**src/rtl/nmea_pkg.sv**
```systemverilog
package nmea_pkg;

  // Default body length limit in characters, between '$' and '*'.
  localparam int MAX_LINE_LEN_DEF = 128;

  // Depth of the queue between the framing front end and the field back end.
  localparam int QUEUE_DEPTH = 2;

  // Character codes.
  localparam logic [7:0] CH_DOLLAR = 8'h24;
  localparam logic [7:0] CH_LF     = 8'h0a;
  localparam logic [7:0] CH_CR     = 8'h0d;
  localparam logic [7:0] CH_STAR   = 8'h2a;
  localparam logic [7:0] CH_COMMA  = 8'h2c;
  localparam logic [7:0] CH_DOT    = 8'h2e;
  localparam logic [7:0] CH_MINUS  = 8'h2d;
  localparam logic [7:0] CH_ZERO   = 8'h30;
  localparam logic [7:0] CH_A      = 8'h41;
  localparam logic [7:0] CH_N      = 8'h4e;
  localparam logic [7:0] CH_S      = 8'h53;
  localparam logic [7:0] CH_E      = 8'h45;
  localparam logic [7:0] CH_W      = 8'h57;

  // Sentence headers, first character in the top byte.
  localparam logic [47:0] HDR_RMC = "GNRMC,";
  localparam logic [47:0] HDR_GGA = "GNGGA,";
  localparam logic [2:0]  HDR_LEN = 3'd6;

  // Record kinds.
  localparam logic [1:0] KIND_RMC = 2'd1;
  localparam logic [1:0] KIND_GGA = 2'd2;

  // Field bookkeeping.
  localparam logic [3:0] COMMAS_NEED = 4'd11;

  // Gates on the integer part of numeric fields.
  localparam logic [15:0] LAT_LIMIT   = 16'd9000;
  localparam logic [15:0] LON_LIMIT   = 16'd18000;
  localparam logic [15:0] SPEED_LIMIT = 16'd138;
  localparam logic [15:0] COURSE_LIMIT = 16'd361;
  localparam logic [7:0]  ALT_SIGN    = 8'h2d;

  // Events passed from the front end to the back end.
  typedef enum logic [1:0] {
    EV_START,
    EV_BODY,
    EV_END
  } ev_kind_t;

  typedef struct packed {
    ev_kind_t   kind;
    logic [7:0] data;
  } ev_t;

  // Position in the sentence tail.
  typedef enum logic [2:0] {
    TP_BODY,
    TP_HEX1,
    TP_HEX2,
    TP_CR,
    TP_TAIL
  } tail_phase_t;

  // One result record.
  typedef struct packed {
    logic [1:0]  sentence_kind;
    logic [47:0] date_time;
    logic        fix_invalid;
    logic [1:0]  hemispheres;
    logic [31:0] latitude_bcd;
    logic [39:0] longitude_bcd;
    logic [23:0] speed_bcd;
    logic [23:0] course_bcd;
    logic [6:0]  satellites;
    logic [31:0] altitude_bcd;
  } rec_t;

  function automatic logic is_digit(input logic [7:0] c);
    return (c >= 8'h30) && (c <= 8'h39);
  endfunction

  // Header character at a given position, first character at position zero.
  function automatic logic [7:0] hdr_char(input logic [47:0] hdr, input logic [2:0] pos);
    logic [7:0] c;
    case (pos)
      3'd0:    c = hdr[47:40];
      3'd1:    c = hdr[39:32];
      3'd2:    c = hdr[31:24];
      3'd3:    c = hdr[23:16];
      3'd4:    c = hdr[15:8];
      default: c = hdr[7:0];
    endcase
    return c;
  endfunction

endpackage

```
**src/rtl/nmea_in_if.sv**
```systemverilog
interface nmea_in_if;
  logic       valid;
  logic       ready;
  logic [7:0] rx_byte;

  modport source (output valid, output rx_byte, input ready);
  modport sink (input valid, input rx_byte, output ready);
endinterface

```
**src/rtl/nmea_out_if.sv**
```systemverilog
interface nmea_out_if;
  logic        valid;
  logic        ready;
  logic [1:0]  sentence_kind;
  logic [47:0] date_time;
  logic        fix_invalid;
  logic [1:0]  hemispheres;
  logic [31:0] latitude_bcd;
  logic [39:0] longitude_bcd;
  logic [23:0] speed_bcd;
  logic [23:0] course_bcd;
  logic [6:0]  satellites;
  logic [31:0] altitude_bcd;

  modport source (
    output valid, input ready,
    output sentence_kind, output date_time, output fix_invalid, output hemispheres,
    output latitude_bcd, output longitude_bcd, output speed_bcd, output course_bcd,
    output satellites, output altitude_bcd
  );
  modport sink (
    input valid, output ready,
    input sentence_kind, input date_time, input fix_invalid, input hemispheres,
    input latitude_bcd, input longitude_bcd, input speed_bcd, input course_bcd,
    input satellites, input altitude_bcd
  );
endinterface

```
**src/rtl/nmea_front.sv**
```systemverilog
module nmea_front #(
  parameter int MAX_LINE_LEN = nmea_pkg::MAX_LINE_LEN_DEF
) (
  input  logic           clk,
  input  logic           rst_n,
  input  logic           in_valid,
  output logic           in_ready,
  input  logic [7:0]     rx_byte,
  input  logic           q_ready,
  output logic           push,
  output nmea_pkg::ev_t  push_ev
);

  localparam int LW = $clog2(MAX_LINE_LEN + 1);

  logic                  in_sent_r, in_sent_nxt;
  logic [7:0]            xor_r, xor_nxt;
  logic [7:0]            chk_r, chk_nxt;
  logic [LW-1:0]         blen_r, blen_nxt;
  nmea_pkg::tail_phase_t phase_r, phase_nxt;
  logic                  tbad_r, tbad_nxt;

  logic       accept;
  logic       hex_ok;
  logic [3:0] hex_v;
  logic       tail_ok;
  logic       body_full;

  assign in_ready  = q_ready;
  assign accept    = in_valid && q_ready;
  assign body_full = (blen_r >= LW'(MAX_LINE_LEN));
  assign tail_ok   = !tbad_r && ((phase_r == nmea_pkg::TP_CR) || (phase_r == nmea_pkg::TP_TAIL))
                     && (chk_r == xor_r);

  // Hex digit decode for the checksum.
  always_comb begin
    hex_ok = 1'b1;
    hex_v  = 4'd0;
    if (nmea_pkg::is_digit(rx_byte)) begin
      hex_v = rx_byte[3:0];
    end else if ((rx_byte >= 8'h41 && rx_byte <= 8'h46) ||
                 (rx_byte >= 8'h61 && rx_byte <= 8'h66)) begin
      hex_v = rx_byte[3:0] + 4'd9;
    end else begin
      hex_ok = 1'b0;
    end
  end

  // Framing state: next values.
  always_comb begin
    in_sent_nxt = in_sent_r;
    xor_nxt     = xor_r;
    chk_nxt     = chk_r;
    blen_nxt    = blen_r;
    phase_nxt   = phase_r;
    tbad_nxt    = tbad_r;
    if (accept) begin
      if (rx_byte == nmea_pkg::CH_DOLLAR) begin
        in_sent_nxt = 1'b1;
        xor_nxt     = 8'd0;
        chk_nxt     = 8'd0;
        blen_nxt    = '0;
        phase_nxt   = nmea_pkg::TP_BODY;
        tbad_nxt    = 1'b0;
      end else if (in_sent_r) begin
        if (rx_byte == nmea_pkg::CH_LF) begin
          in_sent_nxt = 1'b0;
        end else begin
          unique case (phase_r)
            nmea_pkg::TP_BODY: begin
              if (rx_byte == nmea_pkg::CH_STAR) begin
                phase_nxt = nmea_pkg::TP_HEX1;
              end else if (body_full) begin
                in_sent_nxt = 1'b0;
              end else begin
                blen_nxt = blen_r + LW'(1);
                xor_nxt  = xor_r ^ rx_byte;
              end
            end
            nmea_pkg::TP_HEX1, nmea_pkg::TP_HEX2: begin
              if (!hex_ok) begin
                tbad_nxt = 1'b1;
              end else begin
                chk_nxt   = {chk_r[3:0], hex_v};
                phase_nxt = (phase_r == nmea_pkg::TP_HEX1) ? nmea_pkg::TP_HEX2
                                                            : nmea_pkg::TP_CR;
              end
            end
            nmea_pkg::TP_CR: begin
              if (rx_byte == nmea_pkg::CH_CR) begin
                phase_nxt = nmea_pkg::TP_TAIL;
              end else begin
                tbad_nxt = 1'b1;
              end
            end
            default: begin
              tbad_nxt = 1'b1;
            end
          endcase
        end
      end
    end
  end

  // Events toward the back end.
  always_comb begin
    push         = 1'b0;
    push_ev.kind = nmea_pkg::EV_BODY;
    push_ev.data = rx_byte;
    if (accept) begin
      if (rx_byte == nmea_pkg::CH_DOLLAR) begin
        push         = 1'b1;
        push_ev.kind = nmea_pkg::EV_START;
      end else if (in_sent_r && rx_byte == nmea_pkg::CH_LF) begin
        push         = tail_ok;
        push_ev.kind = nmea_pkg::EV_END;
      end else if (in_sent_r && phase_r == nmea_pkg::TP_BODY &&
                   rx_byte != nmea_pkg::CH_STAR && !body_full) begin
        push = 1'b1;
      end
    end
  end

  always_ff @(posedge clk) begin
    if (!rst_n) begin
      in_sent_r <= 1'b0;
      xor_r     <= 8'd0;
      chk_r     <= 8'd0;
      blen_r    <= '0;
      phase_r   <= nmea_pkg::TP_BODY;
      tbad_r    <= 1'b0;
    end else begin
      in_sent_r <= in_sent_nxt;
      xor_r     <= xor_nxt;
      chk_r     <= chk_nxt;
      blen_r    <= blen_nxt;
      phase_r   <= phase_nxt;
      tbad_r    <= tbad_nxt;
    end
  end

  // A line feed always closes the sentence.
  a_lf_closes: assert property (@(posedge clk) disable iff (!rst_n)
    (accept && rx_byte == nmea_pkg::CH_LF) |=> !in_sent_r)
    else $error("sentence still open after line feed");

  // The stored body never grows past the limit.
  a_len_limit: assert property (@(posedge clk) disable iff (!rst_n)
    blen_r <= LW'(MAX_LINE_LEN))
    else $error("body length beyond limit");

endmodule

```
**src/rtl/nmea_queue.sv**
```systemverilog
module nmea_queue (
  input  logic          clk,
  input  logic          rst_n,
  input  logic          push,
  input  nmea_pkg::ev_t push_ev,
  output logic          push_ready,
  output logic          pop_valid,
  output nmea_pkg::ev_t pop_ev,
  input  logic          pop
);

  localparam int DEPTH = nmea_pkg::QUEUE_DEPTH;
  localparam int PW    = (DEPTH > 1) ? $clog2(DEPTH) : 1;
  localparam int CW    = $clog2(DEPTH + 1);

  nmea_pkg::ev_t  mem_r [DEPTH];
  logic [PW-1:0]  wptr_r, wptr_nxt;
  logic [PW-1:0]  rptr_r, rptr_nxt;
  logic [CW-1:0]  cnt_r, cnt_nxt;
  logic           do_push, do_pop;

  assign push_ready = (cnt_r != CW'(DEPTH));
  assign pop_valid  = (cnt_r != '0);
  assign pop_ev     = mem_r[rptr_r];
  assign do_push    = push && push_ready;
  assign do_pop     = pop && pop_valid;

  // Pointer and fill count update.
  always_comb begin
    wptr_nxt = wptr_r;
    rptr_nxt = rptr_r;
    cnt_nxt  = cnt_r;
    if (do_push) begin
      wptr_nxt = (wptr_r == PW'(DEPTH - 1)) ? '0 : wptr_r + PW'(1);
    end
    if (do_pop) begin
      rptr_nxt = (rptr_r == PW'(DEPTH - 1)) ? '0 : rptr_r + PW'(1);
    end
    if (do_push && !do_pop) begin
      cnt_nxt = cnt_r + CW'(1);
    end else if (!do_push && do_pop) begin
      cnt_nxt = cnt_r - CW'(1);
    end
  end

  always_ff @(posedge clk) begin
    if (!rst_n) begin
      wptr_r <= '0;
      rptr_r <= '0;
      cnt_r  <= '0;
    end else begin
      wptr_r <= wptr_nxt;
      rptr_r <= rptr_nxt;
      cnt_r  <= cnt_nxt;
    end
  end

  // Storage.
  always_ff @(posedge clk) begin
    if (do_push) begin
      mem_r[wptr_r] <= push_ev;
    end
  end

  a_cnt_bound: assert property (@(posedge clk) disable iff (!rst_n)
    cnt_r <= CW'(DEPTH))
    else $error("queue count beyond depth");

  a_no_overflow: assert property (@(posedge clk) disable iff (!rst_n)
    !(push && !push_ready))
    else $error("word pushed into full queue");

endmodule

```
**src/rtl/nmea_back.sv**
```systemverilog
module nmea_back (
  input  logic           clk,
  input  logic           rst_n,
  input  logic           ev_valid,
  input  nmea_pkg::ev_t  ev,
  output logic           ev_pop,
  output logic           out_valid,
  input  logic           out_ready,
  output nmea_pkg::rec_t rec
);

  // Header and field tracking.
  logic [2:0] hdr_pos_r, hdr_pos_nxt;
  logic       rmc_ok_r, rmc_ok_nxt;
  logic       gga_ok_r, gga_ok_nxt;
  logic [3:0] fnum_r, fnum_nxt;

  // Per-field scanner.
  logic [6:0]  len_r, len_nxt;
  logic [7:0]  first_r, first_nxt;
  logic        bad_r, bad_nxt;
  logic        dot_r, dot_nxt;
  logic        digits_r, digits_nxt;
  logic [15:0] ip_r, ip_nxt;
  logic [6:0]  pi_r, pi_nxt;
  logic [2:0]  aft_r, aft_nxt;
  logic        decnz_r, decnz_nxt;
  logic [7:0]  tenths_r, tenths_nxt;
  logic [43:0] sh_r, sh_nxt;
  logic [15:0] pre_r, pre_nxt;
  logic        sd_ok_r, sd_ok_nxt;
  logic [3:0]  prevd_r, prevd_nxt;
  logic [6:0]  pv_r [3];
  logic [6:0]  pv_nxt [3];

  // Finished field values.
  logic        tm_ok_r, tm_ok_nxt;
  logic [6:0]  tm_r [3];
  logic [6:0]  tm_nxt [3];
  logic        dt_ok_r, dt_ok_nxt;
  logic [6:0]  dt_r [3];
  logic [6:0]  dt_nxt [3];
  logic        fix_a_r, fix_a_nxt;
  logic        lat_ok_r, lat_ok_nxt;
  logic [31:0] lat_r, lat_nxt;
  logic        lon_ok_r, lon_ok_nxt;
  logic [39:0] lon_r, lon_nxt;
  logic        ns_ok_r, ns_ok_nxt;
  logic        north_r, north_nxt;
  logic        ew_ok_r, ew_ok_nxt;
  logic        west_r, west_nxt;
  logic [23:0] speed_r, speed_nxt;
  logic [6:0]  sats_r, sats_nxt;
  logic [23:0] course_r, course_nxt;
  logic [31:0] alt_r, alt_nxt;

  // Output register.
  logic           out_valid_r, out_valid_nxt;
  nmea_pkg::rec_t rec_r, rec_nxt;

  logic       ev_start, ev_body, ev_end;
  logic [7:0] b;
  logic [3:0] d;
  logic       isd;
  logic       in_fld, fld_comma, fld_char;
  logic       produce;
  logic [19:0] ip_x10;
  logic        num_ok;
  logic [23:0] speed_val, course_val;
  logic [6:0]  sats_val;
  logic [31:0] alt_val;
  logic        alt_sign;
  logic [6:0]  alt_cnt;
  logic [15:0] alt_mask;

  logic        date_ok;
  logic [7:0]  yy, mm, dd, hh, dim;
  logic [7:0]  o_yy, o_mm, o_dd, o_hh;
  logic        pos_ok;

  assign ev_pop   = ev_valid && ((ev.kind != nmea_pkg::EV_END) || !out_valid_r || out_ready);
  assign ev_start = ev_pop && ev.kind == nmea_pkg::EV_START;
  assign ev_body  = ev_pop && ev.kind == nmea_pkg::EV_BODY;
  assign ev_end   = ev_pop && ev.kind == nmea_pkg::EV_END;
  assign b        = ev.data;
  assign d        = b[3:0] - nmea_pkg::CH_ZERO[3:0];
  assign isd      = nmea_pkg::is_digit(b);
  assign in_fld   = (hdr_pos_r == nmea_pkg::HDR_LEN);
  assign fld_comma = ev_body && in_fld && b == nmea_pkg::CH_COMMA;
  assign fld_char  = ev_body && in_fld && b != nmea_pkg::CH_COMMA;
  assign produce   = ev_end && in_fld && (rmc_ok_r || gga_ok_r) &&
                     (fnum_r >= nmea_pkg::COMMAS_NEED);

  assign ip_x10 = {1'b0, ip_r, 3'b000} + {3'b000, ip_r, 1'b0} + {16'd0, d};

  // Header match and comma count.
  always_comb begin
    hdr_pos_nxt = hdr_pos_r;
    rmc_ok_nxt  = rmc_ok_r;
    gga_ok_nxt  = gga_ok_r;
    fnum_nxt    = fnum_r;
    if (ev_start) begin
      hdr_pos_nxt = 3'd0;
      rmc_ok_nxt  = 1'b1;
      gga_ok_nxt  = 1'b1;
      fnum_nxt    = 4'd0;
    end else if (ev_body && !in_fld) begin
      hdr_pos_nxt = hdr_pos_r + 3'd1;
      rmc_ok_nxt  = rmc_ok_r && (b == nmea_pkg::hdr_char(nmea_pkg::HDR_RMC, hdr_pos_r));
      gga_ok_nxt  = gga_ok_r && (b == nmea_pkg::hdr_char(nmea_pkg::HDR_GGA, hdr_pos_r));
    end else if (fld_comma && fnum_r < nmea_pkg::COMMAS_NEED) begin
      fnum_nxt = fnum_r + 4'd1;
    end
  end

  // Field scanner: one character per step.
  always_comb begin
    len_nxt    = len_r;
    first_nxt  = first_r;
    bad_nxt    = bad_r;
    dot_nxt    = dot_r;
    digits_nxt = digits_r;
    ip_nxt     = ip_r;
    pi_nxt     = pi_r;
    aft_nxt    = aft_r;
    decnz_nxt  = decnz_r;
    tenths_nxt = tenths_r;
    sh_nxt     = sh_r;
    pre_nxt    = pre_r;
    sd_ok_nxt  = sd_ok_r;
    prevd_nxt  = prevd_r;
    pv_nxt     = pv_r;
    if (ev_start || fld_comma) begin
      len_nxt    = 7'd0;
      first_nxt  = 8'd0;
      bad_nxt    = 1'b0;
      dot_nxt    = 1'b0;
      digits_nxt = 1'b0;
      ip_nxt     = 16'd0;
      pi_nxt     = 7'd0;
      aft_nxt    = 3'd0;
      decnz_nxt  = 1'b0;
      tenths_nxt = 8'd0;
      sh_nxt     = 44'd0;
      pre_nxt    = 16'd0;
      sd_ok_nxt  = 1'b1;
      prevd_nxt  = 4'd0;
    end else if (fld_char) begin
      if (len_r != 7'h7f) begin
        len_nxt = len_r + 7'd1;
      end
      if (len_r == 7'd0) begin
        first_nxt = b;
      end
      // Characters after the first dot.
      if (dot_r) begin
        if (aft_r == 3'd0) begin
          tenths_nxt = b - nmea_pkg::CH_ZERO;
        end
        if (aft_r != 3'd7) begin
          aft_nxt = aft_r + 3'd1;
        end
      end
      // Number syntax and integer part.
      if (b == nmea_pkg::CH_DOT) begin
        if (dot_r) begin
          bad_nxt = 1'b1;
        end else begin
          dot_nxt = 1'b1;
          pi_nxt  = len_r;
          pre_nxt = sh_r[15:0];
        end
      end else if (isd) begin
        digits_nxt = 1'b1;
        if (!dot_r) begin
          ip_nxt = (ip_x10 > 20'hffff) ? 16'hffff : ip_x10[15:0];
        end else if (aft_r < 3'd5 && d != 4'd0) begin
          decnz_nxt = 1'b1;
        end
      end else begin
        bad_nxt = 1'b1;
      end
      sh_nxt = {sh_r[39:0], d};
      // Leading six digits as three binary pairs.
      if (len_r < 7'd6) begin
        if (!isd) begin
          sd_ok_nxt = 1'b0;
        end
        if (!len_r[0]) begin
          prevd_nxt = d;
        end else begin
          pv_nxt[len_r[2:1]] = 7'({prevd_r, 3'b000}) + 7'({prevd_r, 1'b0}) + 7'(d);
        end
      end
    end
  end

  // Values of the field that ends at the current comma.
  always_comb begin
    num_ok = !bad_r && digits_r;
    speed_val = 24'd0;
    if (dot_r && pi_r != 7'd0) begin
      speed_val = {(pi_r <= 7'd4) ? pre_r : 16'd0, tenths_r};
    end
    course_val = 24'd0;
    if (dot_r && pi_r != 7'd0) begin
      course_val = {(pi_r <= 7'd3) ? pre_r : 16'd0, tenths_r};
    end
    sats_val = 7'd0;
    if (sd_ok_r && len_r == 7'd1) begin
      sats_val = {3'd0, first_r[3:0]};
    end else if (sd_ok_r && len_r == 7'd2) begin
      sats_val = pv_r[0];
    end
    alt_sign = (first_r == nmea_pkg::CH_MINUS);
    alt_cnt  = pi_r - {6'd0, alt_sign};
    case (alt_cnt)
      7'd1:    alt_mask = 16'h000f;
      7'd2:    alt_mask = 16'h00ff;
      7'd3:    alt_mask = 16'h0fff;
      7'd4:    alt_mask = 16'hffff;
      default: alt_mask = 16'h0000;
    endcase
    alt_val = 32'd0;
    if (len_r != 7'd0 && dot_r && pi_r != 7'd0) begin
      alt_val = {alt_sign ? nmea_pkg::ALT_SIGN : 8'd0, pre_r & alt_mask, tenths_r};
    end
  end

  // Store each finished field.
  always_comb begin
    tm_ok_nxt  = tm_ok_r;
    tm_nxt     = tm_r;
    dt_ok_nxt  = dt_ok_r;
    dt_nxt     = dt_r;
    fix_a_nxt  = fix_a_r;
    lat_ok_nxt = lat_ok_r;
    lat_nxt    = lat_r;
    lon_ok_nxt = lon_ok_r;
    lon_nxt    = lon_r;
    ns_ok_nxt  = ns_ok_r;
    north_nxt  = north_r;
    ew_ok_nxt  = ew_ok_r;
    west_nxt   = west_r;
    speed_nxt  = speed_r;
    sats_nxt   = sats_r;
    course_nxt = course_r;
    alt_nxt    = alt_r;
    if (fld_comma) begin
      case (fnum_r)
        4'd0: begin
          tm_ok_nxt = sd_ok_r && len_r >= 7'd6;
          tm_nxt    = pv_r;
        end
        4'd1: begin
          fix_a_nxt = len_r != 7'd0 && first_r == nmea_pkg::CH_A;
        end
        4'd2: begin
          lat_ok_nxt = num_ok && ((ip_r < nmea_pkg::LAT_LIMIT) ||
                                  (ip_r == nmea_pkg::LAT_LIMIT && !decnz_r));
          lat_nxt    = (len_r == 7'd10) ? {sh_r[39:24], sh_r[19:4]} : 32'd0;
        end
        4'd3: begin
          ns_ok_nxt = len_r != 7'd0 &&
                      (first_r == nmea_pkg::CH_N || first_r == nmea_pkg::CH_S);
          north_nxt = first_r == nmea_pkg::CH_N;
        end
        4'd4: begin
          lon_ok_nxt = num_ok && ((ip_r < nmea_pkg::LON_LIMIT) ||
                                  (ip_r == nmea_pkg::LON_LIMIT && !decnz_r));
          lon_nxt    = (len_r == 7'd11) ? {sh_r[43:24], sh_r[19:4]} : 40'd0;
        end
        4'd5: begin
          ew_ok_nxt = len_r != 7'd0 &&
                      (first_r == nmea_pkg::CH_E || first_r == nmea_pkg::CH_W);
          west_nxt  = first_r == nmea_pkg::CH_W;
        end
        4'd6: begin
          speed_nxt = (num_ok && ip_r <= nmea_pkg::SPEED_LIMIT) ? speed_val : 24'd0;
          sats_nxt  = sats_val;
        end
        4'd7: begin
          course_nxt = (num_ok && ip_r <= nmea_pkg::COURSE_LIMIT) ? course_val : 24'd0;
        end
        4'd8: begin
          dt_ok_nxt = sd_ok_r && len_r >= 7'd6;
          dt_nxt    = pv_r;
          alt_nxt   = alt_val;
        end
        default: begin
        end
      endcase
    end
  end

  // Date and time checks and the eight hour shift.
  always_comb begin
    dd = {1'b0, dt_r[0]};
    mm = {1'b0, dt_r[1]};
    yy = {1'b0, dt_r[2]};
    hh = {1'b0, tm_r[0]};
    date_ok = tm_ok_r && dt_ok_r && hh < 8'd24 && tm_r[1] < 7'd60 && tm_r[2] < 7'd60 &&
              yy >= 8'd14 && yy <= 8'd98 && mm >= 8'd1 && mm <= 8'd12 &&
              dd >= 8'd1 && dd <= 8'd31;
    case (mm) inside
      8'd2:                  dim = (yy[1:0] == 2'd0) ? 8'd29 : 8'd28;
      8'd4, 8'd6, 8'd9, 8'd11: dim = 8'd30;
      default:               dim = 8'd31;
    endcase
    o_yy = yy;
    o_mm = mm;
    o_dd = dd;
    o_hh = hh + 8'd8;
    if (hh >= 8'd16) begin
      o_hh = hh - 8'd16;
      o_dd = dd + 8'd1;
      if (o_dd > dim) begin
        o_dd = 8'd1;
        if (mm == 8'd12) begin
          o_mm = 8'd1;
          o_yy = yy + 8'd1;
        end else begin
          o_mm = mm + 8'd1;
        end
      end
    end
  end

  // Record assembly into the output register.
  always_comb begin
    pos_ok        = lat_ok_r && lon_ok_r && ns_ok_r && ew_ok_r;
    out_valid_nxt = out_valid_r && !out_ready;
    rec_nxt       = rec_r;
    if (produce) begin
      out_valid_nxt = 1'b1;
      rec_nxt       = '0;
      rec_nxt.fix_invalid = 1'b1;
      if (rmc_ok_r) begin
        rec_nxt.sentence_kind = nmea_pkg::KIND_RMC;
        if (date_ok) begin
          rec_nxt.date_time = {o_yy, o_mm, o_dd, o_hh, 1'b0, tm_r[1], 1'b0, tm_r[2]};
        end
        rec_nxt.fix_invalid = !fix_a_r;
        if (pos_ok) begin
          rec_nxt.hemispheres   = {west_r, north_r};
          rec_nxt.latitude_bcd  = lat_r;
          rec_nxt.longitude_bcd = lon_r;
        end
        rec_nxt.speed_bcd  = speed_r;
        rec_nxt.course_bcd = course_r;
      end else begin
        rec_nxt.sentence_kind = nmea_pkg::KIND_GGA;
        rec_nxt.satellites    = sats_r;
        rec_nxt.altitude_bcd  = alt_r;
      end
    end
  end

  // Control registers.
  always_ff @(posedge clk) begin
    if (!rst_n) begin
      hdr_pos_r   <= nmea_pkg::HDR_LEN;
      rmc_ok_r    <= 1'b0;
      gga_ok_r    <= 1'b0;
      fnum_r      <= 4'd0;
      out_valid_r <= 1'b0;
    end else begin
      hdr_pos_r   <= hdr_pos_nxt;
      rmc_ok_r    <= rmc_ok_nxt;
      gga_ok_r    <= gga_ok_nxt;
      fnum_r      <= fnum_nxt;
      out_valid_r <= out_valid_nxt;
    end
  end

  // Scanner and field payload.
  always_ff @(posedge clk) begin
    len_r    <= len_nxt;
    first_r  <= first_nxt;
    bad_r    <= bad_nxt;
    dot_r    <= dot_nxt;
    digits_r <= digits_nxt;
    ip_r     <= ip_nxt;
    pi_r     <= pi_nxt;
    aft_r    <= aft_nxt;
    decnz_r  <= decnz_nxt;
    tenths_r <= tenths_nxt;
    sh_r     <= sh_nxt;
    pre_r    <= pre_nxt;
    sd_ok_r  <= sd_ok_nxt;
    prevd_r  <= prevd_nxt;
    pv_r     <= pv_nxt;
    tm_ok_r  <= tm_ok_nxt;
    tm_r     <= tm_nxt;
    dt_ok_r  <= dt_ok_nxt;
    dt_r     <= dt_nxt;
    fix_a_r  <= fix_a_nxt;
    lat_ok_r <= lat_ok_nxt;
    lat_r    <= lat_nxt;
    lon_ok_r <= lon_ok_nxt;
    lon_r    <= lon_nxt;
    ns_ok_r  <= ns_ok_nxt;
    north_r  <= north_nxt;
    ew_ok_r  <= ew_ok_nxt;
    west_r   <= west_nxt;
    speed_r  <= speed_nxt;
    sats_r   <= sats_nxt;
    course_r <= course_nxt;
    alt_r    <= alt_nxt;
    rec_r    <= rec_nxt;
  end

  assign out_valid = out_valid_r;
  assign rec       = rec_r;

  a_kind_known: assert property (@(posedge clk) disable iff (!rst_n)
    out_valid_r |-> (rec_r.sentence_kind == nmea_pkg::KIND_RMC ||
                     rec_r.sentence_kind == nmea_pkg::KIND_GGA))
    else $error("record with unknown kind");

  a_start_clears: assert property (@(posedge clk) disable iff (!rst_n)
    ev_start |=> (hdr_pos_r == 3'd0 && fnum_r == 4'd0))
    else $error("start word did not clear header tracking");

  a_record_loads: assert property (@(posedge clk) disable iff (!rst_n)
    produce |=> out_valid_r)
    else $error("finished record not presented");

endmodule

```
**src/rtl/nmea_rmc_gga_field_extractor.sv**
```systemverilog
// NMEA RMC/GGA field extractor: takes one received character per cycle and
// gives one record for each good $GNRMC or $GNGGA sentence at its line feed.
// The framing front end checks the checksum and body length, and passes
// start, body and end words through a two-entry queue to the field back end,
// which parses fields one character per cycle and holds the finished record
// in an output register. A character is accepted every cycle while the queue
// has room; the only stall comes at the end word of a sentence with a good
// tail while an earlier record has not been taken yet. The end word passes
// through the queue before the record is loaded into the output register.
module nmea_rmc_gga_field_extractor #(
  parameter int MAX_LINE_LEN = nmea_pkg::MAX_LINE_LEN_DEF
) (
  input  logic        clk,
  input  logic        rst_n,
  nmea_in_if.sink     in_ch,
  nmea_out_if.source  out_ch
);

  logic           push, push_ready;
  nmea_pkg::ev_t  push_ev;
  logic           pop_valid, pop;
  nmea_pkg::ev_t  pop_ev;
  nmea_pkg::rec_t rec;

  nmea_front #(
    .MAX_LINE_LEN (MAX_LINE_LEN)
  ) u_front (
    .clk      (clk),
    .rst_n    (rst_n),
    .in_valid (in_ch.valid),
    .in_ready (in_ch.ready),
    .rx_byte  (in_ch.rx_byte),
    .q_ready  (push_ready),
    .push     (push),
    .push_ev  (push_ev)
  );

  nmea_queue u_queue (
    .clk        (clk),
    .rst_n      (rst_n),
    .push       (push),
    .push_ev    (push_ev),
    .push_ready (push_ready),
    .pop_valid  (pop_valid),
    .pop_ev     (pop_ev),
    .pop        (pop)
  );

  nmea_back u_back (
    .clk       (clk),
    .rst_n     (rst_n),
    .ev_valid  (pop_valid),
    .ev        (pop_ev),
    .ev_pop    (pop),
    .out_valid (out_ch.valid),
    .out_ready (out_ch.ready),
    .rec       (rec)
  );

  // Result fields.
  assign out_ch.sentence_kind = rec.sentence_kind;
  assign out_ch.date_time     = rec.date_time;
  assign out_ch.fix_invalid   = rec.fix_invalid;
  assign out_ch.hemispheres   = rec.hemispheres;
  assign out_ch.latitude_bcd  = rec.latitude_bcd;
  assign out_ch.longitude_bcd = rec.longitude_bcd;
  assign out_ch.speed_bcd     = rec.speed_bcd;
  assign out_ch.course_bcd    = rec.course_bcd;
  assign out_ch.satellites    = rec.satellites;
  assign out_ch.altitude_bcd  = rec.altitude_bcd;

endmodule

```
**src/flat_wrapper.sv**
```systemverilog
// flat-port wrapper written by rule: the top's interface ports become plain ports
module nmea_rmc_gga_field_extractor_flat 
#(
  parameter int MAX_LINE_LEN = nmea_pkg::MAX_LINE_LEN_DEF
)
  (clk, rst_n, in_ch_valid, in_ch_rx_byte, in_ch_ready, out_ch_valid, out_ch_ready, out_ch_sentence_kind, out_ch_date_time, out_ch_fix_invalid, out_ch_hemispheres, out_ch_latitude_bcd, out_ch_longitude_bcd, out_ch_speed_bcd, out_ch_course_bcd, out_ch_satellites, out_ch_altitude_bcd);
  nmea_in_if in_ch_i ();
  nmea_out_if out_ch_i ();
  input  logic clk;
  input  logic rst_n;
  input wire logic [$bits(in_ch_i.valid)-1:0] in_ch_valid;
  input wire logic [$bits(in_ch_i.rx_byte)-1:0] in_ch_rx_byte;
  output wire logic [$bits(in_ch_i.ready)-1:0] in_ch_ready;
  output wire logic [$bits(out_ch_i.valid)-1:0] out_ch_valid;
  input wire logic [$bits(out_ch_i.ready)-1:0] out_ch_ready;
  output wire logic [$bits(out_ch_i.sentence_kind)-1:0] out_ch_sentence_kind;
  output wire logic [$bits(out_ch_i.date_time)-1:0] out_ch_date_time;
  output wire logic [$bits(out_ch_i.fix_invalid)-1:0] out_ch_fix_invalid;
  output wire logic [$bits(out_ch_i.hemispheres)-1:0] out_ch_hemispheres;
  output wire logic [$bits(out_ch_i.latitude_bcd)-1:0] out_ch_latitude_bcd;
  output wire logic [$bits(out_ch_i.longitude_bcd)-1:0] out_ch_longitude_bcd;
  output wire logic [$bits(out_ch_i.speed_bcd)-1:0] out_ch_speed_bcd;
  output wire logic [$bits(out_ch_i.course_bcd)-1:0] out_ch_course_bcd;
  output wire logic [$bits(out_ch_i.satellites)-1:0] out_ch_satellites;
  output wire logic [$bits(out_ch_i.altitude_bcd)-1:0] out_ch_altitude_bcd;
  assign in_ch_i.valid = in_ch_valid;
  assign in_ch_i.rx_byte = in_ch_rx_byte;
  assign in_ch_ready = in_ch_i.ready;
  assign out_ch_valid = out_ch_i.valid;
  assign out_ch_i.ready = out_ch_ready;
  assign out_ch_sentence_kind = out_ch_i.sentence_kind;
  assign out_ch_date_time = out_ch_i.date_time;
  assign out_ch_fix_invalid = out_ch_i.fix_invalid;
  assign out_ch_hemispheres = out_ch_i.hemispheres;
  assign out_ch_latitude_bcd = out_ch_i.latitude_bcd;
  assign out_ch_longitude_bcd = out_ch_i.longitude_bcd;
  assign out_ch_speed_bcd = out_ch_i.speed_bcd;
  assign out_ch_course_bcd = out_ch_i.course_bcd;
  assign out_ch_satellites = out_ch_i.satellites;
  assign out_ch_altitude_bcd = out_ch_i.altitude_bcd;
  nmea_rmc_gga_field_extractor #(.MAX_LINE_LEN(MAX_LINE_LEN)) u_core (.clk(clk), .rst_n(rst_n), .in_ch(in_ch_i), .out_ch(out_ch_i));
endmodule
```
**config.mk**
```make
export PLATFORM = sky130hd
export DESIGN_NAME = nmea_rmc_gga_field_extractor_flat
export DESIGN_NICKNAME = d
export VERILOG_FILES = /design/src/rtl/nmea_pkg.sv /design/src/rtl/nmea_in_if.sv /design/src/rtl/nmea_out_if.sv /design/src/rtl/nmea_front.sv /design/src/rtl/nmea_queue.sv /design/src/rtl/nmea_back.sv /design/src/rtl/nmea_rmc_gga_field_extractor.sv /design/src/flat_wrapper.sv
export SDC_FILE = /design/constraint.sdc
export NUM_CORES = 1
export LEC_CHECK = 0
export BUFFER_PORTS_ARGS = -buffer_cell sky130_fd_sc_hd__buf_2
export CAP_MARGIN = 15
export CORE_ASPECT_RATIO = 0.5
export CORE_MARGIN = 2
export CORE_UTILIZATION = 50
export CTS_CLUSTER_DIAMETER = 120
export DETAILED_ROUTE_END_ITERATION = 10
export HOLD_SLACK_MARGIN = 0.1
export PLACE_DENSITY_LB_ADDON = 0.1
export SYNTH_ARGS = -nofsm -noshare
export SYNTH_HDL_FRONTEND = slang
export SYNTH_SLANG_ARGS = --single-unit
```
**constraint.sdc**
```tcl
create_clock -name clk -period 40.2 [get_ports clk]
set_clock_uncertainty 0.2 [all_clocks]
set_input_delay 12.06 -clock clk [delete_from_list [all_inputs] [get_ports clk]]
set_output_delay 12.06 -clock clk [all_outputs]
set_load 0.02 [all_outputs]
```
==> results of run 1 <==
cell families after synthesis:
kind of cell / after synthesis / synth area share
adders and majority gates: 85 / 0.0431
buffers and inverters: 148 / 0.0263
other: 1 / 0.000148
muxes: 17 / 0.00838
xor gates and xnor gates: 67 / 0.0231
AOI/OAI and AO/OA: 305 / 0.0789
DFF: 601 / 0.647
and+or+nand+nor: 822 / 0.173
worst reg2reg max path, cell delays in order (launching register included):
cell and delay [ns]:
sky130_fd_sc_hd__dfxtp_1 0.93, sky130_fd_sc_hd__mux2i_4 0.55, sky130_fd_sc_hd__inv_1 0.37, sky130_fd_sc_hd__ha_1 0.39
sky130_fd_sc_hd__ha_1 0.23, sky130_fd_sc_hd__fa_1 0.44, sky130_fd_sc_hd__a211oi_2 0.26, sky130_fd_sc_hd__nor3_1 0.14
sky130_fd_sc_hd__a211oi_2 0.25, sky130_fd_sc_hd__a211oi_1 0.13, sky130_fd_sc_hd__or4_1 0.53, sky130_fd_sc_hd__a2111oi_4 0.30
sky130_fd_sc_hd__buf_4 0.31, sky130_fd_sc_hd__a221oi_1 0.13
worst max-delay path by stage:
stage                           startpoint                          to  slack, ns  cells after the start
after detailed placement  in_ch_rx_byte[0]  u_core.u_queue.mem_r[0][0]      25.02                      9
after CTS                 in_ch_rx_byte[0]  u_core.u_queue.mem_r[0][7]      25.60                      9
final                     in_ch_rx_byte[0]  u_core.u_queue.mem_r[0][0]      25.56                      9
after floorplan               out_ch_ready        u_core.u_back.rec[0]       7.64                      2
after global routing      in_ch_rx_byte[0]  u_core.u_queue.mem_r[0][7]      25.39                      9
after global placement    in_ch_rx_byte[0]  u_core.u_queue.mem_r[0][3]      25.02                      9
through the flow:
step	instances	utilization	setup slack [ns]	hold WS [ns]	total power, mW
after detailed placement	2901	0.541	25.02	0.239	0.829
after global placement	2901	0.541	25.02	0.228	0.827
after floorplan	2065	-	7.64	0.221	0.792
after CTS	3000	0.576	25.60	0.252	1.35
final	3003	0.577	25.56	0.248	1.34
after global routing	3002	0.577	25.39	0.263	1.39
Yosys cell counts, types with 6 or more instances:
master	number
sky130_fd_sc_hd__a21oi_2	10
sky130_fd_sc_hd__a21boi_0	10
sky130_fd_sc_hd__nor2b_1	48
sky130_fd_sc_hd__and2_1	282
sky130_fd_sc_hd__xnor2_1	31
sky130_fd_sc_hd__nand4_1	22
sky130_fd_sc_hd__edfxtp_1	439
sky130_fd_sc_hd__nor3_1	23
sky130_fd_sc_hd__nor4_1	10
sky130_fd_sc_hd__buf_2	19
sky130_fd_sc_hd__mux2i_1	12
sky130_fd_sc_hd__xor2_1	36
sky130_fd_sc_hd__dfxtp_1	162
sky130_fd_sc_hd__buf_4	14
sky130_fd_sc_hd__nand2_1	208
sky130_fd_sc_hd__o21a_1	6
sky130_fd_sc_hd__nand3_1	30
sky130_fd_sc_hd__ha_1	81
sky130_fd_sc_hd__a21oi_1	114
sky130_fd_sc_hd__nand3b_1	7
sky130_fd_sc_hd__and3_1	19
sky130_fd_sc_hd__o21ai_0	54
sky130_fd_sc_hd__a211oi_1	33
sky130_fd_sc_hd__a31oi_1	7
sky130_fd_sc_hd__o211ai_1	8
sky130_fd_sc_hd__clkbuf_1	56
sky130_fd_sc_hd__inv_1	52
sky130_fd_sc_hd__nand2b_1	13
sky130_fd_sc_hd__nor2_1	118
cells in the final DEF, fill, tap and decap left out, types with 12 or more instances in the layout:
master	instances
sky130_fd_sc_hd__nand2b_1	12
sky130_fd_sc_hd__nand2_1	208
sky130_fd_sc_hd__ha_1	81
sky130_fd_sc_hd__o21ai_0	54
sky130_fd_sc_hd__dfxtp_1	161
sky130_fd_sc_hd__nand4_1	22
sky130_fd_sc_hd__nand3_1	30
sky130_fd_sc_hd__buf_4	27
sky130_fd_sc_hd__inv_1	52
sky130_fd_sc_hd__a211oi_1	33
sky130_fd_sc_hd__and3_1	18
sky130_fd_sc_hd__a21oi_1	114
sky130_fd_sc_hd__xnor2_1	31
sky130_fd_sc_hd__clkbuf_16	55
sky130_fd_sc_hd__and2_1	282
sky130_fd_sc_hd__buf_2	215
sky130_fd_sc_hd__nor2_1	116
sky130_fd_sc_hd__nor2b_1	48
sky130_fd_sc_hd__xor2_1	36
sky130_fd_sc_hd__nor3_1	22
sky130_fd_sc_hd__mux2i_1	12
sky130_fd_sc_hd__edfxtp_1	439
sky130_fd_sc_hd__conb_1	20
power by group:
part / internal [mW] / switching (mW)
Combinational: 0.0400 / 0.0774
Clock: 0.292 / 0.228
Sequential: 0.677 / 0.0210
flip-flops by register name (all words and copies together) (netlist names), 14 cells and up, named ones only:
name	flops
u_core.u_queue.mem_r	20
u_core.u_back.lat_r	32
u_core.u_back.ip_r	16
u_core.u_back.tm_r	14
u_core.u_back.course_r	24
u_core.u_back.dt_r	14
u_core.u_back.sh_r	44
u_core.u_back.speed_r	24
u_core.u_back.pv_r	21
u_core.u_back.lon_r	36
u_core.u_back.alt_r	25
u_core.u_back.rec	199
u_core.u_back.pre_r	16
area by class of cell:
| type | count | area share |
|---|---|---|
| Sequential cell | 601 | 0.567 |
| Clock inverter | 28 | 0.00941 |
| Antenna cell | 1 | 0.0000864 |
| Inverter | 53 | 0.00704 |
| Clock buffer | 71 | 0.0513 |
| Tap cell | 690 | 0.0298 |
| Timing Repair Buffer | 243 | 0.0447 |
| Multi-Input combinational cell | 1316 | 0.291 |
layer usage:
metal	GRT usage	vias to the layer above	part of all wire
li1	-	7683	-
met3	0.0358	63	0.045
met2	0.316	277	0.45
met1	0.295	7569	0.49
met4	0.0389	0	0.014
met5	0	-	0
==> impl_metrics.sql, run 1 <==
INSERT INTO impl_metrics (metric_group, metric, value, unit) VALUES
('final_layout', 'area_growth_syn_to_layout', '14.1', '%'),
('final_layout', 'fillers', '4199', ''),
('die', 'floorplan.die.width', '323', 'um'),
('sta', 'final.setup.tns', '0', 'ns'),
('sta', 'final.min_clock_period', '14.64', 'ns'),
('power_and_ir_drop', 'power_per_cell_area', '46.1', 'mW/mm^2'),
('critical_path', 'worst-r2r-setup-slack', '34.90', 'ns'),
('placement', 'placement.cell_area', '0.0272', 'mm^2'),
('clock_tree', 'clock_tree.buffer_depth', '3', ''),
('synthesis', 'yosysTopAreaCellShare', '0.519', ''),
('placement', 'place_hpwl', '35400', 'um'),
('placement', 'port-buffer-count', '215', ''),
('route', 'detail_route.wirelength', '53400', 'um'),
('clock_tree', 'clock_sinks', '601', ''),
('route', 'drt_pre_antenna_iters', '5', ''),
('global_route', 'grt_antenna_before_repair', '0', ''),
('synthesis', 'synth_top_area_cell', 'sky130_fd_sc_hd__edfxtp_1', ''),
('critical_path', 'setup_crit_end_kind', 'register', ''),
('run_status', 'outcome', 'finished, final reports clean', ''),
('sta', 'timing_hold_violations_final', '0', ''),
('die', 'core', '0.0502', 'mm^2'),
('power_and_ir_drop', 'peak_ir_drop_on_the_vdd_network', '27.3', 'uV'),
('critical_path', 'cp_cell_sequence', 'buf_2, inv_1, ha_1, nor4bb_1, a2111o_1, o41ai_1, buf_4, a31o_2, nor2b_1', ''),
('clock_tree', 'cts_tree', 'yes', ''),
('sta', 'period_share', '0.364', ''),
('synthesis', 'yosysSeqAreaShare', '0.647', ''),
('global_route', 'wire_length_of_the_first_global_routing_pass', '82700', 'um'),
('synthesis', 'synth_enable_flop_cells', '439', ''),
('critical_path', 'timing.critical_path.fanout_max', '11', ''),
('hold_path', 'whs_path_depth', '2', ''),
('synthesis', 'ys_warn_count', '0', ''),
('global_route', 'grt_pass1_vias', '14700', ''),
('synthesis', 'share_of_synthesized_registers_carrying_an_async_set_or_reset', '0', ''),
('synthesis', 'yosys.cell_types.count', '88', ''),
('global_route', 'grt_start_max_net_pins', '76', ''),
('clock_tree', 'clock_latency_at_the_later_pin_of_the_worst_skew_pair', '0.60', 'ns'),
('clock_tree', 'clock_root_buffer', 'sky130_fd_sc_hd__clkbuf_16', ''),
('sta', 'grt_setup_unrepaired', 'false', ''),
('route', 'detail_route.drc_violations', '0', ''),
('route', 'via_count_normalized_by_instance_count', '5.19', ''),
('die', 'starting_density_of_the_core', '0.506', ''),
('critical_path', 'criticalPathCategory', 'in -> reg', ''),
('final_layout', 'finish.instance_area', '0.0290', 'mm^2'),
('global_route', 'overflow', '0', ''),
('hold_path', 'min_to', 'u_core.u_back.sh_r[40]', ''),
('critical_path', 'worst_r2r_endpoint', 'u_core.u_back.ip_r[3]', ''),
('power_and_ir_drop', 'static-leakage-power', '10.6', 'nW'),
('synthesis', 'post_synth.cell_area_avg', '12.4', 'um^2'),
('synthesis', 'synth.cell_area', '0.0254', 'mm^2'),
('critical_path', 'crit_slowest_cell', 'sky130_fd_sc_hd__nor2b_1', ''),
('clock_tree', 'clk_pin_slew', '0.06', 'ns'),
('sta', 'achievable-frequency', '68.3', 'MHz'),
('final_layout', 'share_of_layout_cells_above_drive_strength_1', '0.160', ''),
('sta', 'maxSlewHeadroom', '0.265', ''),
('synthesis', 'syn_inst', '2046', ''),
('clock_tree', 'cts-buffers-inserted', '53', ''),
('critical_path', 'crit_required', '40.22', 'ns'),
('hold_path', 'timing.hold.worst.start', 'u_core.u_back.sh_r[40]', ''),
('critical_path', 'cpPeakStageDelay', '0.69', 'ns'),
('clock_tree', 'htreeDepth', '2', ''),
('sta', 'final_max_slew_viols', '0', ''),
('critical_path', 'timing.reg2reg.worst_path_depth', '13', ''),
('clock_tree', 'hold_buffers', '0', ''),
('die', 'dieArea', '0.0527', 'mm^2'),
('route', 'drt_iter0_drc', '1100', ''),
('die', 'die_h', '163', 'um'),
('die', 'num_rows', '58', ''),
('final_layout', 'nNetsFinal', '2365', ''),
('die', 'top_level_ports', '226', ''),
('route', 'routed_wire_length_per_instance', '17.8', 'um'),
('global_route', 'total_track_usage', '0.201', '');
Note: power is estimated with default switching activity, not from simulation.
==> run 2: changes to the inputs <==
Clock period 40.2 ns to 12.5 ns, I/O delays scaled along.
==> impl_metrics.sql, run 2 (same netlist as run 1, synthesis figures left out) <==
INSERT INTO impl_metrics (metric_group, metric, value, unit) VALUES
('run_status', 'outcome', 'finished, final reports clean', ''),
('die', 'core', '0.0502', 'mm^2'),
('clock_tree', 'clk_pin_slew', '0.06', 'ns'),
('clock_tree', 'cts-buffers-inserted', '52', ''),
('global_route', 'grt_pass1_vias', '14600', ''),
('power_and_ir_drop', 'power_per_cell_area', '146', 'mW/mm^2'),
('placement', 'place_hpwl', '35100', 'um'),
('route', 'drt_pre_antenna_iters', '5', ''),
('sta', 'hold_ws', '0.245', 'ns'),
('die', 'starting_density_of_the_core', '0.506', ''),
('placement', 'placedCellCount', '2899', ''),
('final_layout', 'ff_latch_area', '0.0164', 'mm^2'),
('die', 'dieArea', '0.0527', 'mm^2'),
('final_layout', 'nNetsFinal', '2364', ''),
('critical_path', 'startpoint_class_of_the_critical_path', 'input port', ''),
('critical_path', 'crit_slowest_cell', 'sky130_fd_sc_hd__nor2b_1', ''),
('final_layout', 'layout.cells.most_common', 'sky130_fd_sc_hd__edfxtp_1', ''),
('sta', 'final_max_slew_viols', '0', ''),
('sta', 'period_share', '0.505', ''),
('route', 'detail_route.drc_violations', '0', ''),
('clock_tree', 'cts_tree', 'yes', ''),
('hold_path', 'whs_path_depth', '0', ''),
('sta', 'achievable-frequency', '158', 'MHz'),
('final_layout', 'area_growth_syn_to_layout', '13.8', '%'),
('global_route', 'grt_antenna_before_repair', '0', ''),
('route', 'antenna_violating_nets_post_route', '0', ''),
('die', 'top_level_ports', '226', ''),
('critical_path', 'critical_path_cell_count', '9', ''),
('final_layout', 'final-instance-count-excl-fill', '2997', ''),
('placement', 'placement.cell_area', '0.0272', 'mm^2'),
('route', 'vias', '15500', ''),
('critical_path', 'cpPeakStageDelay', '0.70', 'ns'),
('sta', 'grt_setup_unrepaired', 'false', ''),
('critical_path', 'critical_path_arrival', '6.33', 'ns'),
('die', 'die_h', '163', 'um'),
('clock_tree', 'clock_tree.buffer_depth', '3', ''),
('placement', 'port-buffer-count', '215', ''),
('global_route', 'grt_start_max_net_pins', '101', ''),
('critical_path', 'timing.reg2reg.worst_path_depth', '13', ''),
('power_and_ir_drop', 'report.power.total', '4.22', 'mW'),
('clock_tree', 'htreeDepth', '2', ''),
('sta', 'final.min_clock_period', '6.32', 'ns'),
('power_and_ir_drop', 'static-leakage-power', '10.9', 'nW'),
('final_layout', 'final_core_utilization', '0.576', ''),
('critical_path', 'setup_crit_end_kind', 'register', ''),
('critical_path', 'crit_required', '12.51', 'ns'),
('sta', 'setup_viol', '0', ''),
('global_route', 'wire_length_of_the_first_global_routing_pass', '82400', 'um'),
('die', 'num_rows', '58', ''),
('power_and_ir_drop', 'peak_ir_drop_on_the_vdd_network', '87.4', 'uV'),
('global_route', 'overflow', '0', ''),
('clock_tree', 'clock_sinks', '601', ''),
('critical_path', 'cp.buffers_inverters', '3', ''),
('sta', 'maxSlewHeadroom', '0.290', ''),
('run', 'drv_cap', '0', ''),
('sta', 'final.setup.tns', '0', 'ns'),
('final_layout', 'finish.instance_area', '0.0289', 'mm^2'),
('critical_path', 'cell_class_contributing_the_biggest_share_of_worst_path_delay', 'compound AO/OA/AOI/OAI gates', ''),
('route', 'via_count_normalized_by_instance_count', '5.17', ''),
('route', 'detail_route.wirelength', '53300', 'um'),
('critical_path', 'timing.critical_path.fanout_max', '11', ''),
('placement', 'routabilityCongestion', '0.843', ''),
('final_layout', 'n_diodes', '0', ''),
('clock_tree', 'hold_buffers', '0', ''),
('final_layout', 'fillers', '4194', ''),
('final_layout', 'share_of_layout_cells_above_drive_strength_1', '0.158', ''),
('sta', 'timing_hold_violations_final', '0', ''),
('hold_path', 'min-delay-path-class', 'reg -> reg', ''),
('final_layout', 'layout_common_cells', 'sky130_fd_sc_hd__edfxtp_1, sky130_fd_sc_hd__and2_1, sky130_fd_sc_hd__buf_2, sky130_fd_sc_hd__nand2_1, sky130_fd_sc_hd__dfxtp_1', ''),
('global_route', 'total_track_usage', '0.202', ''),
('route', 'drt_iter0_drc', '1151', ''),
('placement', 'preCtsSetupSlack', '5.61', 'ns'),
('final_layout', 'area_of_the_multi_input_gates', '0.00843', 'mm^2'),
('route', 'routed_wire_length_per_instance', '17.8', 'um'),
('critical_path', 'criticalPathCategory', 'in -> reg', ''),
('critical_path', 'cp_cell_sequence', 'buf_2, inv_1, ha_1, nor4bb_1, a2111o_1, o41ai_1, buf_4, a31o_2, nor2b_1', ''),
('sta', 'setup_slack', '6.18', 'ns'),
('sta', 'worst_pin_slew', '1.07', 'ns'),
('clock_tree', 'cts_repair_resize_count', '0', ''),
('final_layout', 'largest_register_ff_count', '199', ''),
('die', 'floorplan.die.width', '323', 'um'),
('clock_tree', 'clock_latency_at_the_later_pin_of_the_worst_skew_pair', '0.60', 'ns'),
('clock_tree', 'clock_root_buffer', 'sky130_fd_sc_hd__clkbuf_16', ''),
('clock_tree', 'post-cts-setup-buffers', '0', '');
-- run 2: cell types whose count changed in the layout (fill, tap and decap cells not counted), moves of 2 or more --
| cell | delta |
|---|---|
| sky130_fd_sc_hd__clkinvlp_4 | -2 |
| sky130_fd_sc_hd__clkinv_2 | -2 |
| sky130_fd_sc_hd__inv_6 | +3 |
| sky130_fd_sc_hd__buf_4 | -2 |
| sky130_fd_sc_hd__bufinv_16 | -3 |
-- run 2: final timing paths --
path                          from                    endpoint  slack (ns)
max               in_ch_rx_byte[0]  u_core.u_queue.mem_r[0][6]        6.18
min          u_core.u_back.pv_r[9]       u_core.u_back.dt_r[9]        0.25
max reg2reg               register       u_core.u_back.ip_r[3]        7.31
min reg2reg  u_core.u_back.pv_r[9]       u_core.u_back.dt_r[9]        0.25
-- run 2: area by class of cell --
| cell class | count | area share |
|---|---|---|
| clock buffer | 69 | 0.0508 |
| tap | 690 | 0.0299 |
| sequential | 601 | 0.568 |
| timing repair buffer | 243 | 0.0455 |
| clock inverter | 25 | 0.00693 |
| multi-input combinational | 1316 | 0.292 |
| inverter | 53 | 0.00706 |
-- run 2: where the power goes --
group / internal, mW / switching (mW)
Clock: 0.871 / 0.724
Sequential: 2.18 / 0.0650
Combinational: 0.132 / 0.250
-- run 2: per-layer routing --
layer | vias up | global-route usage | wire length [um]
met1 | 7498 | 0.294 | 25900
met3 | 49 | 0.0368 | 2410
li1 | 7679 | - | -
met2 | 270 | 0.318 | 24300
met5 | - | 0 | 0
met4 | 0 | 0.0404 | 676
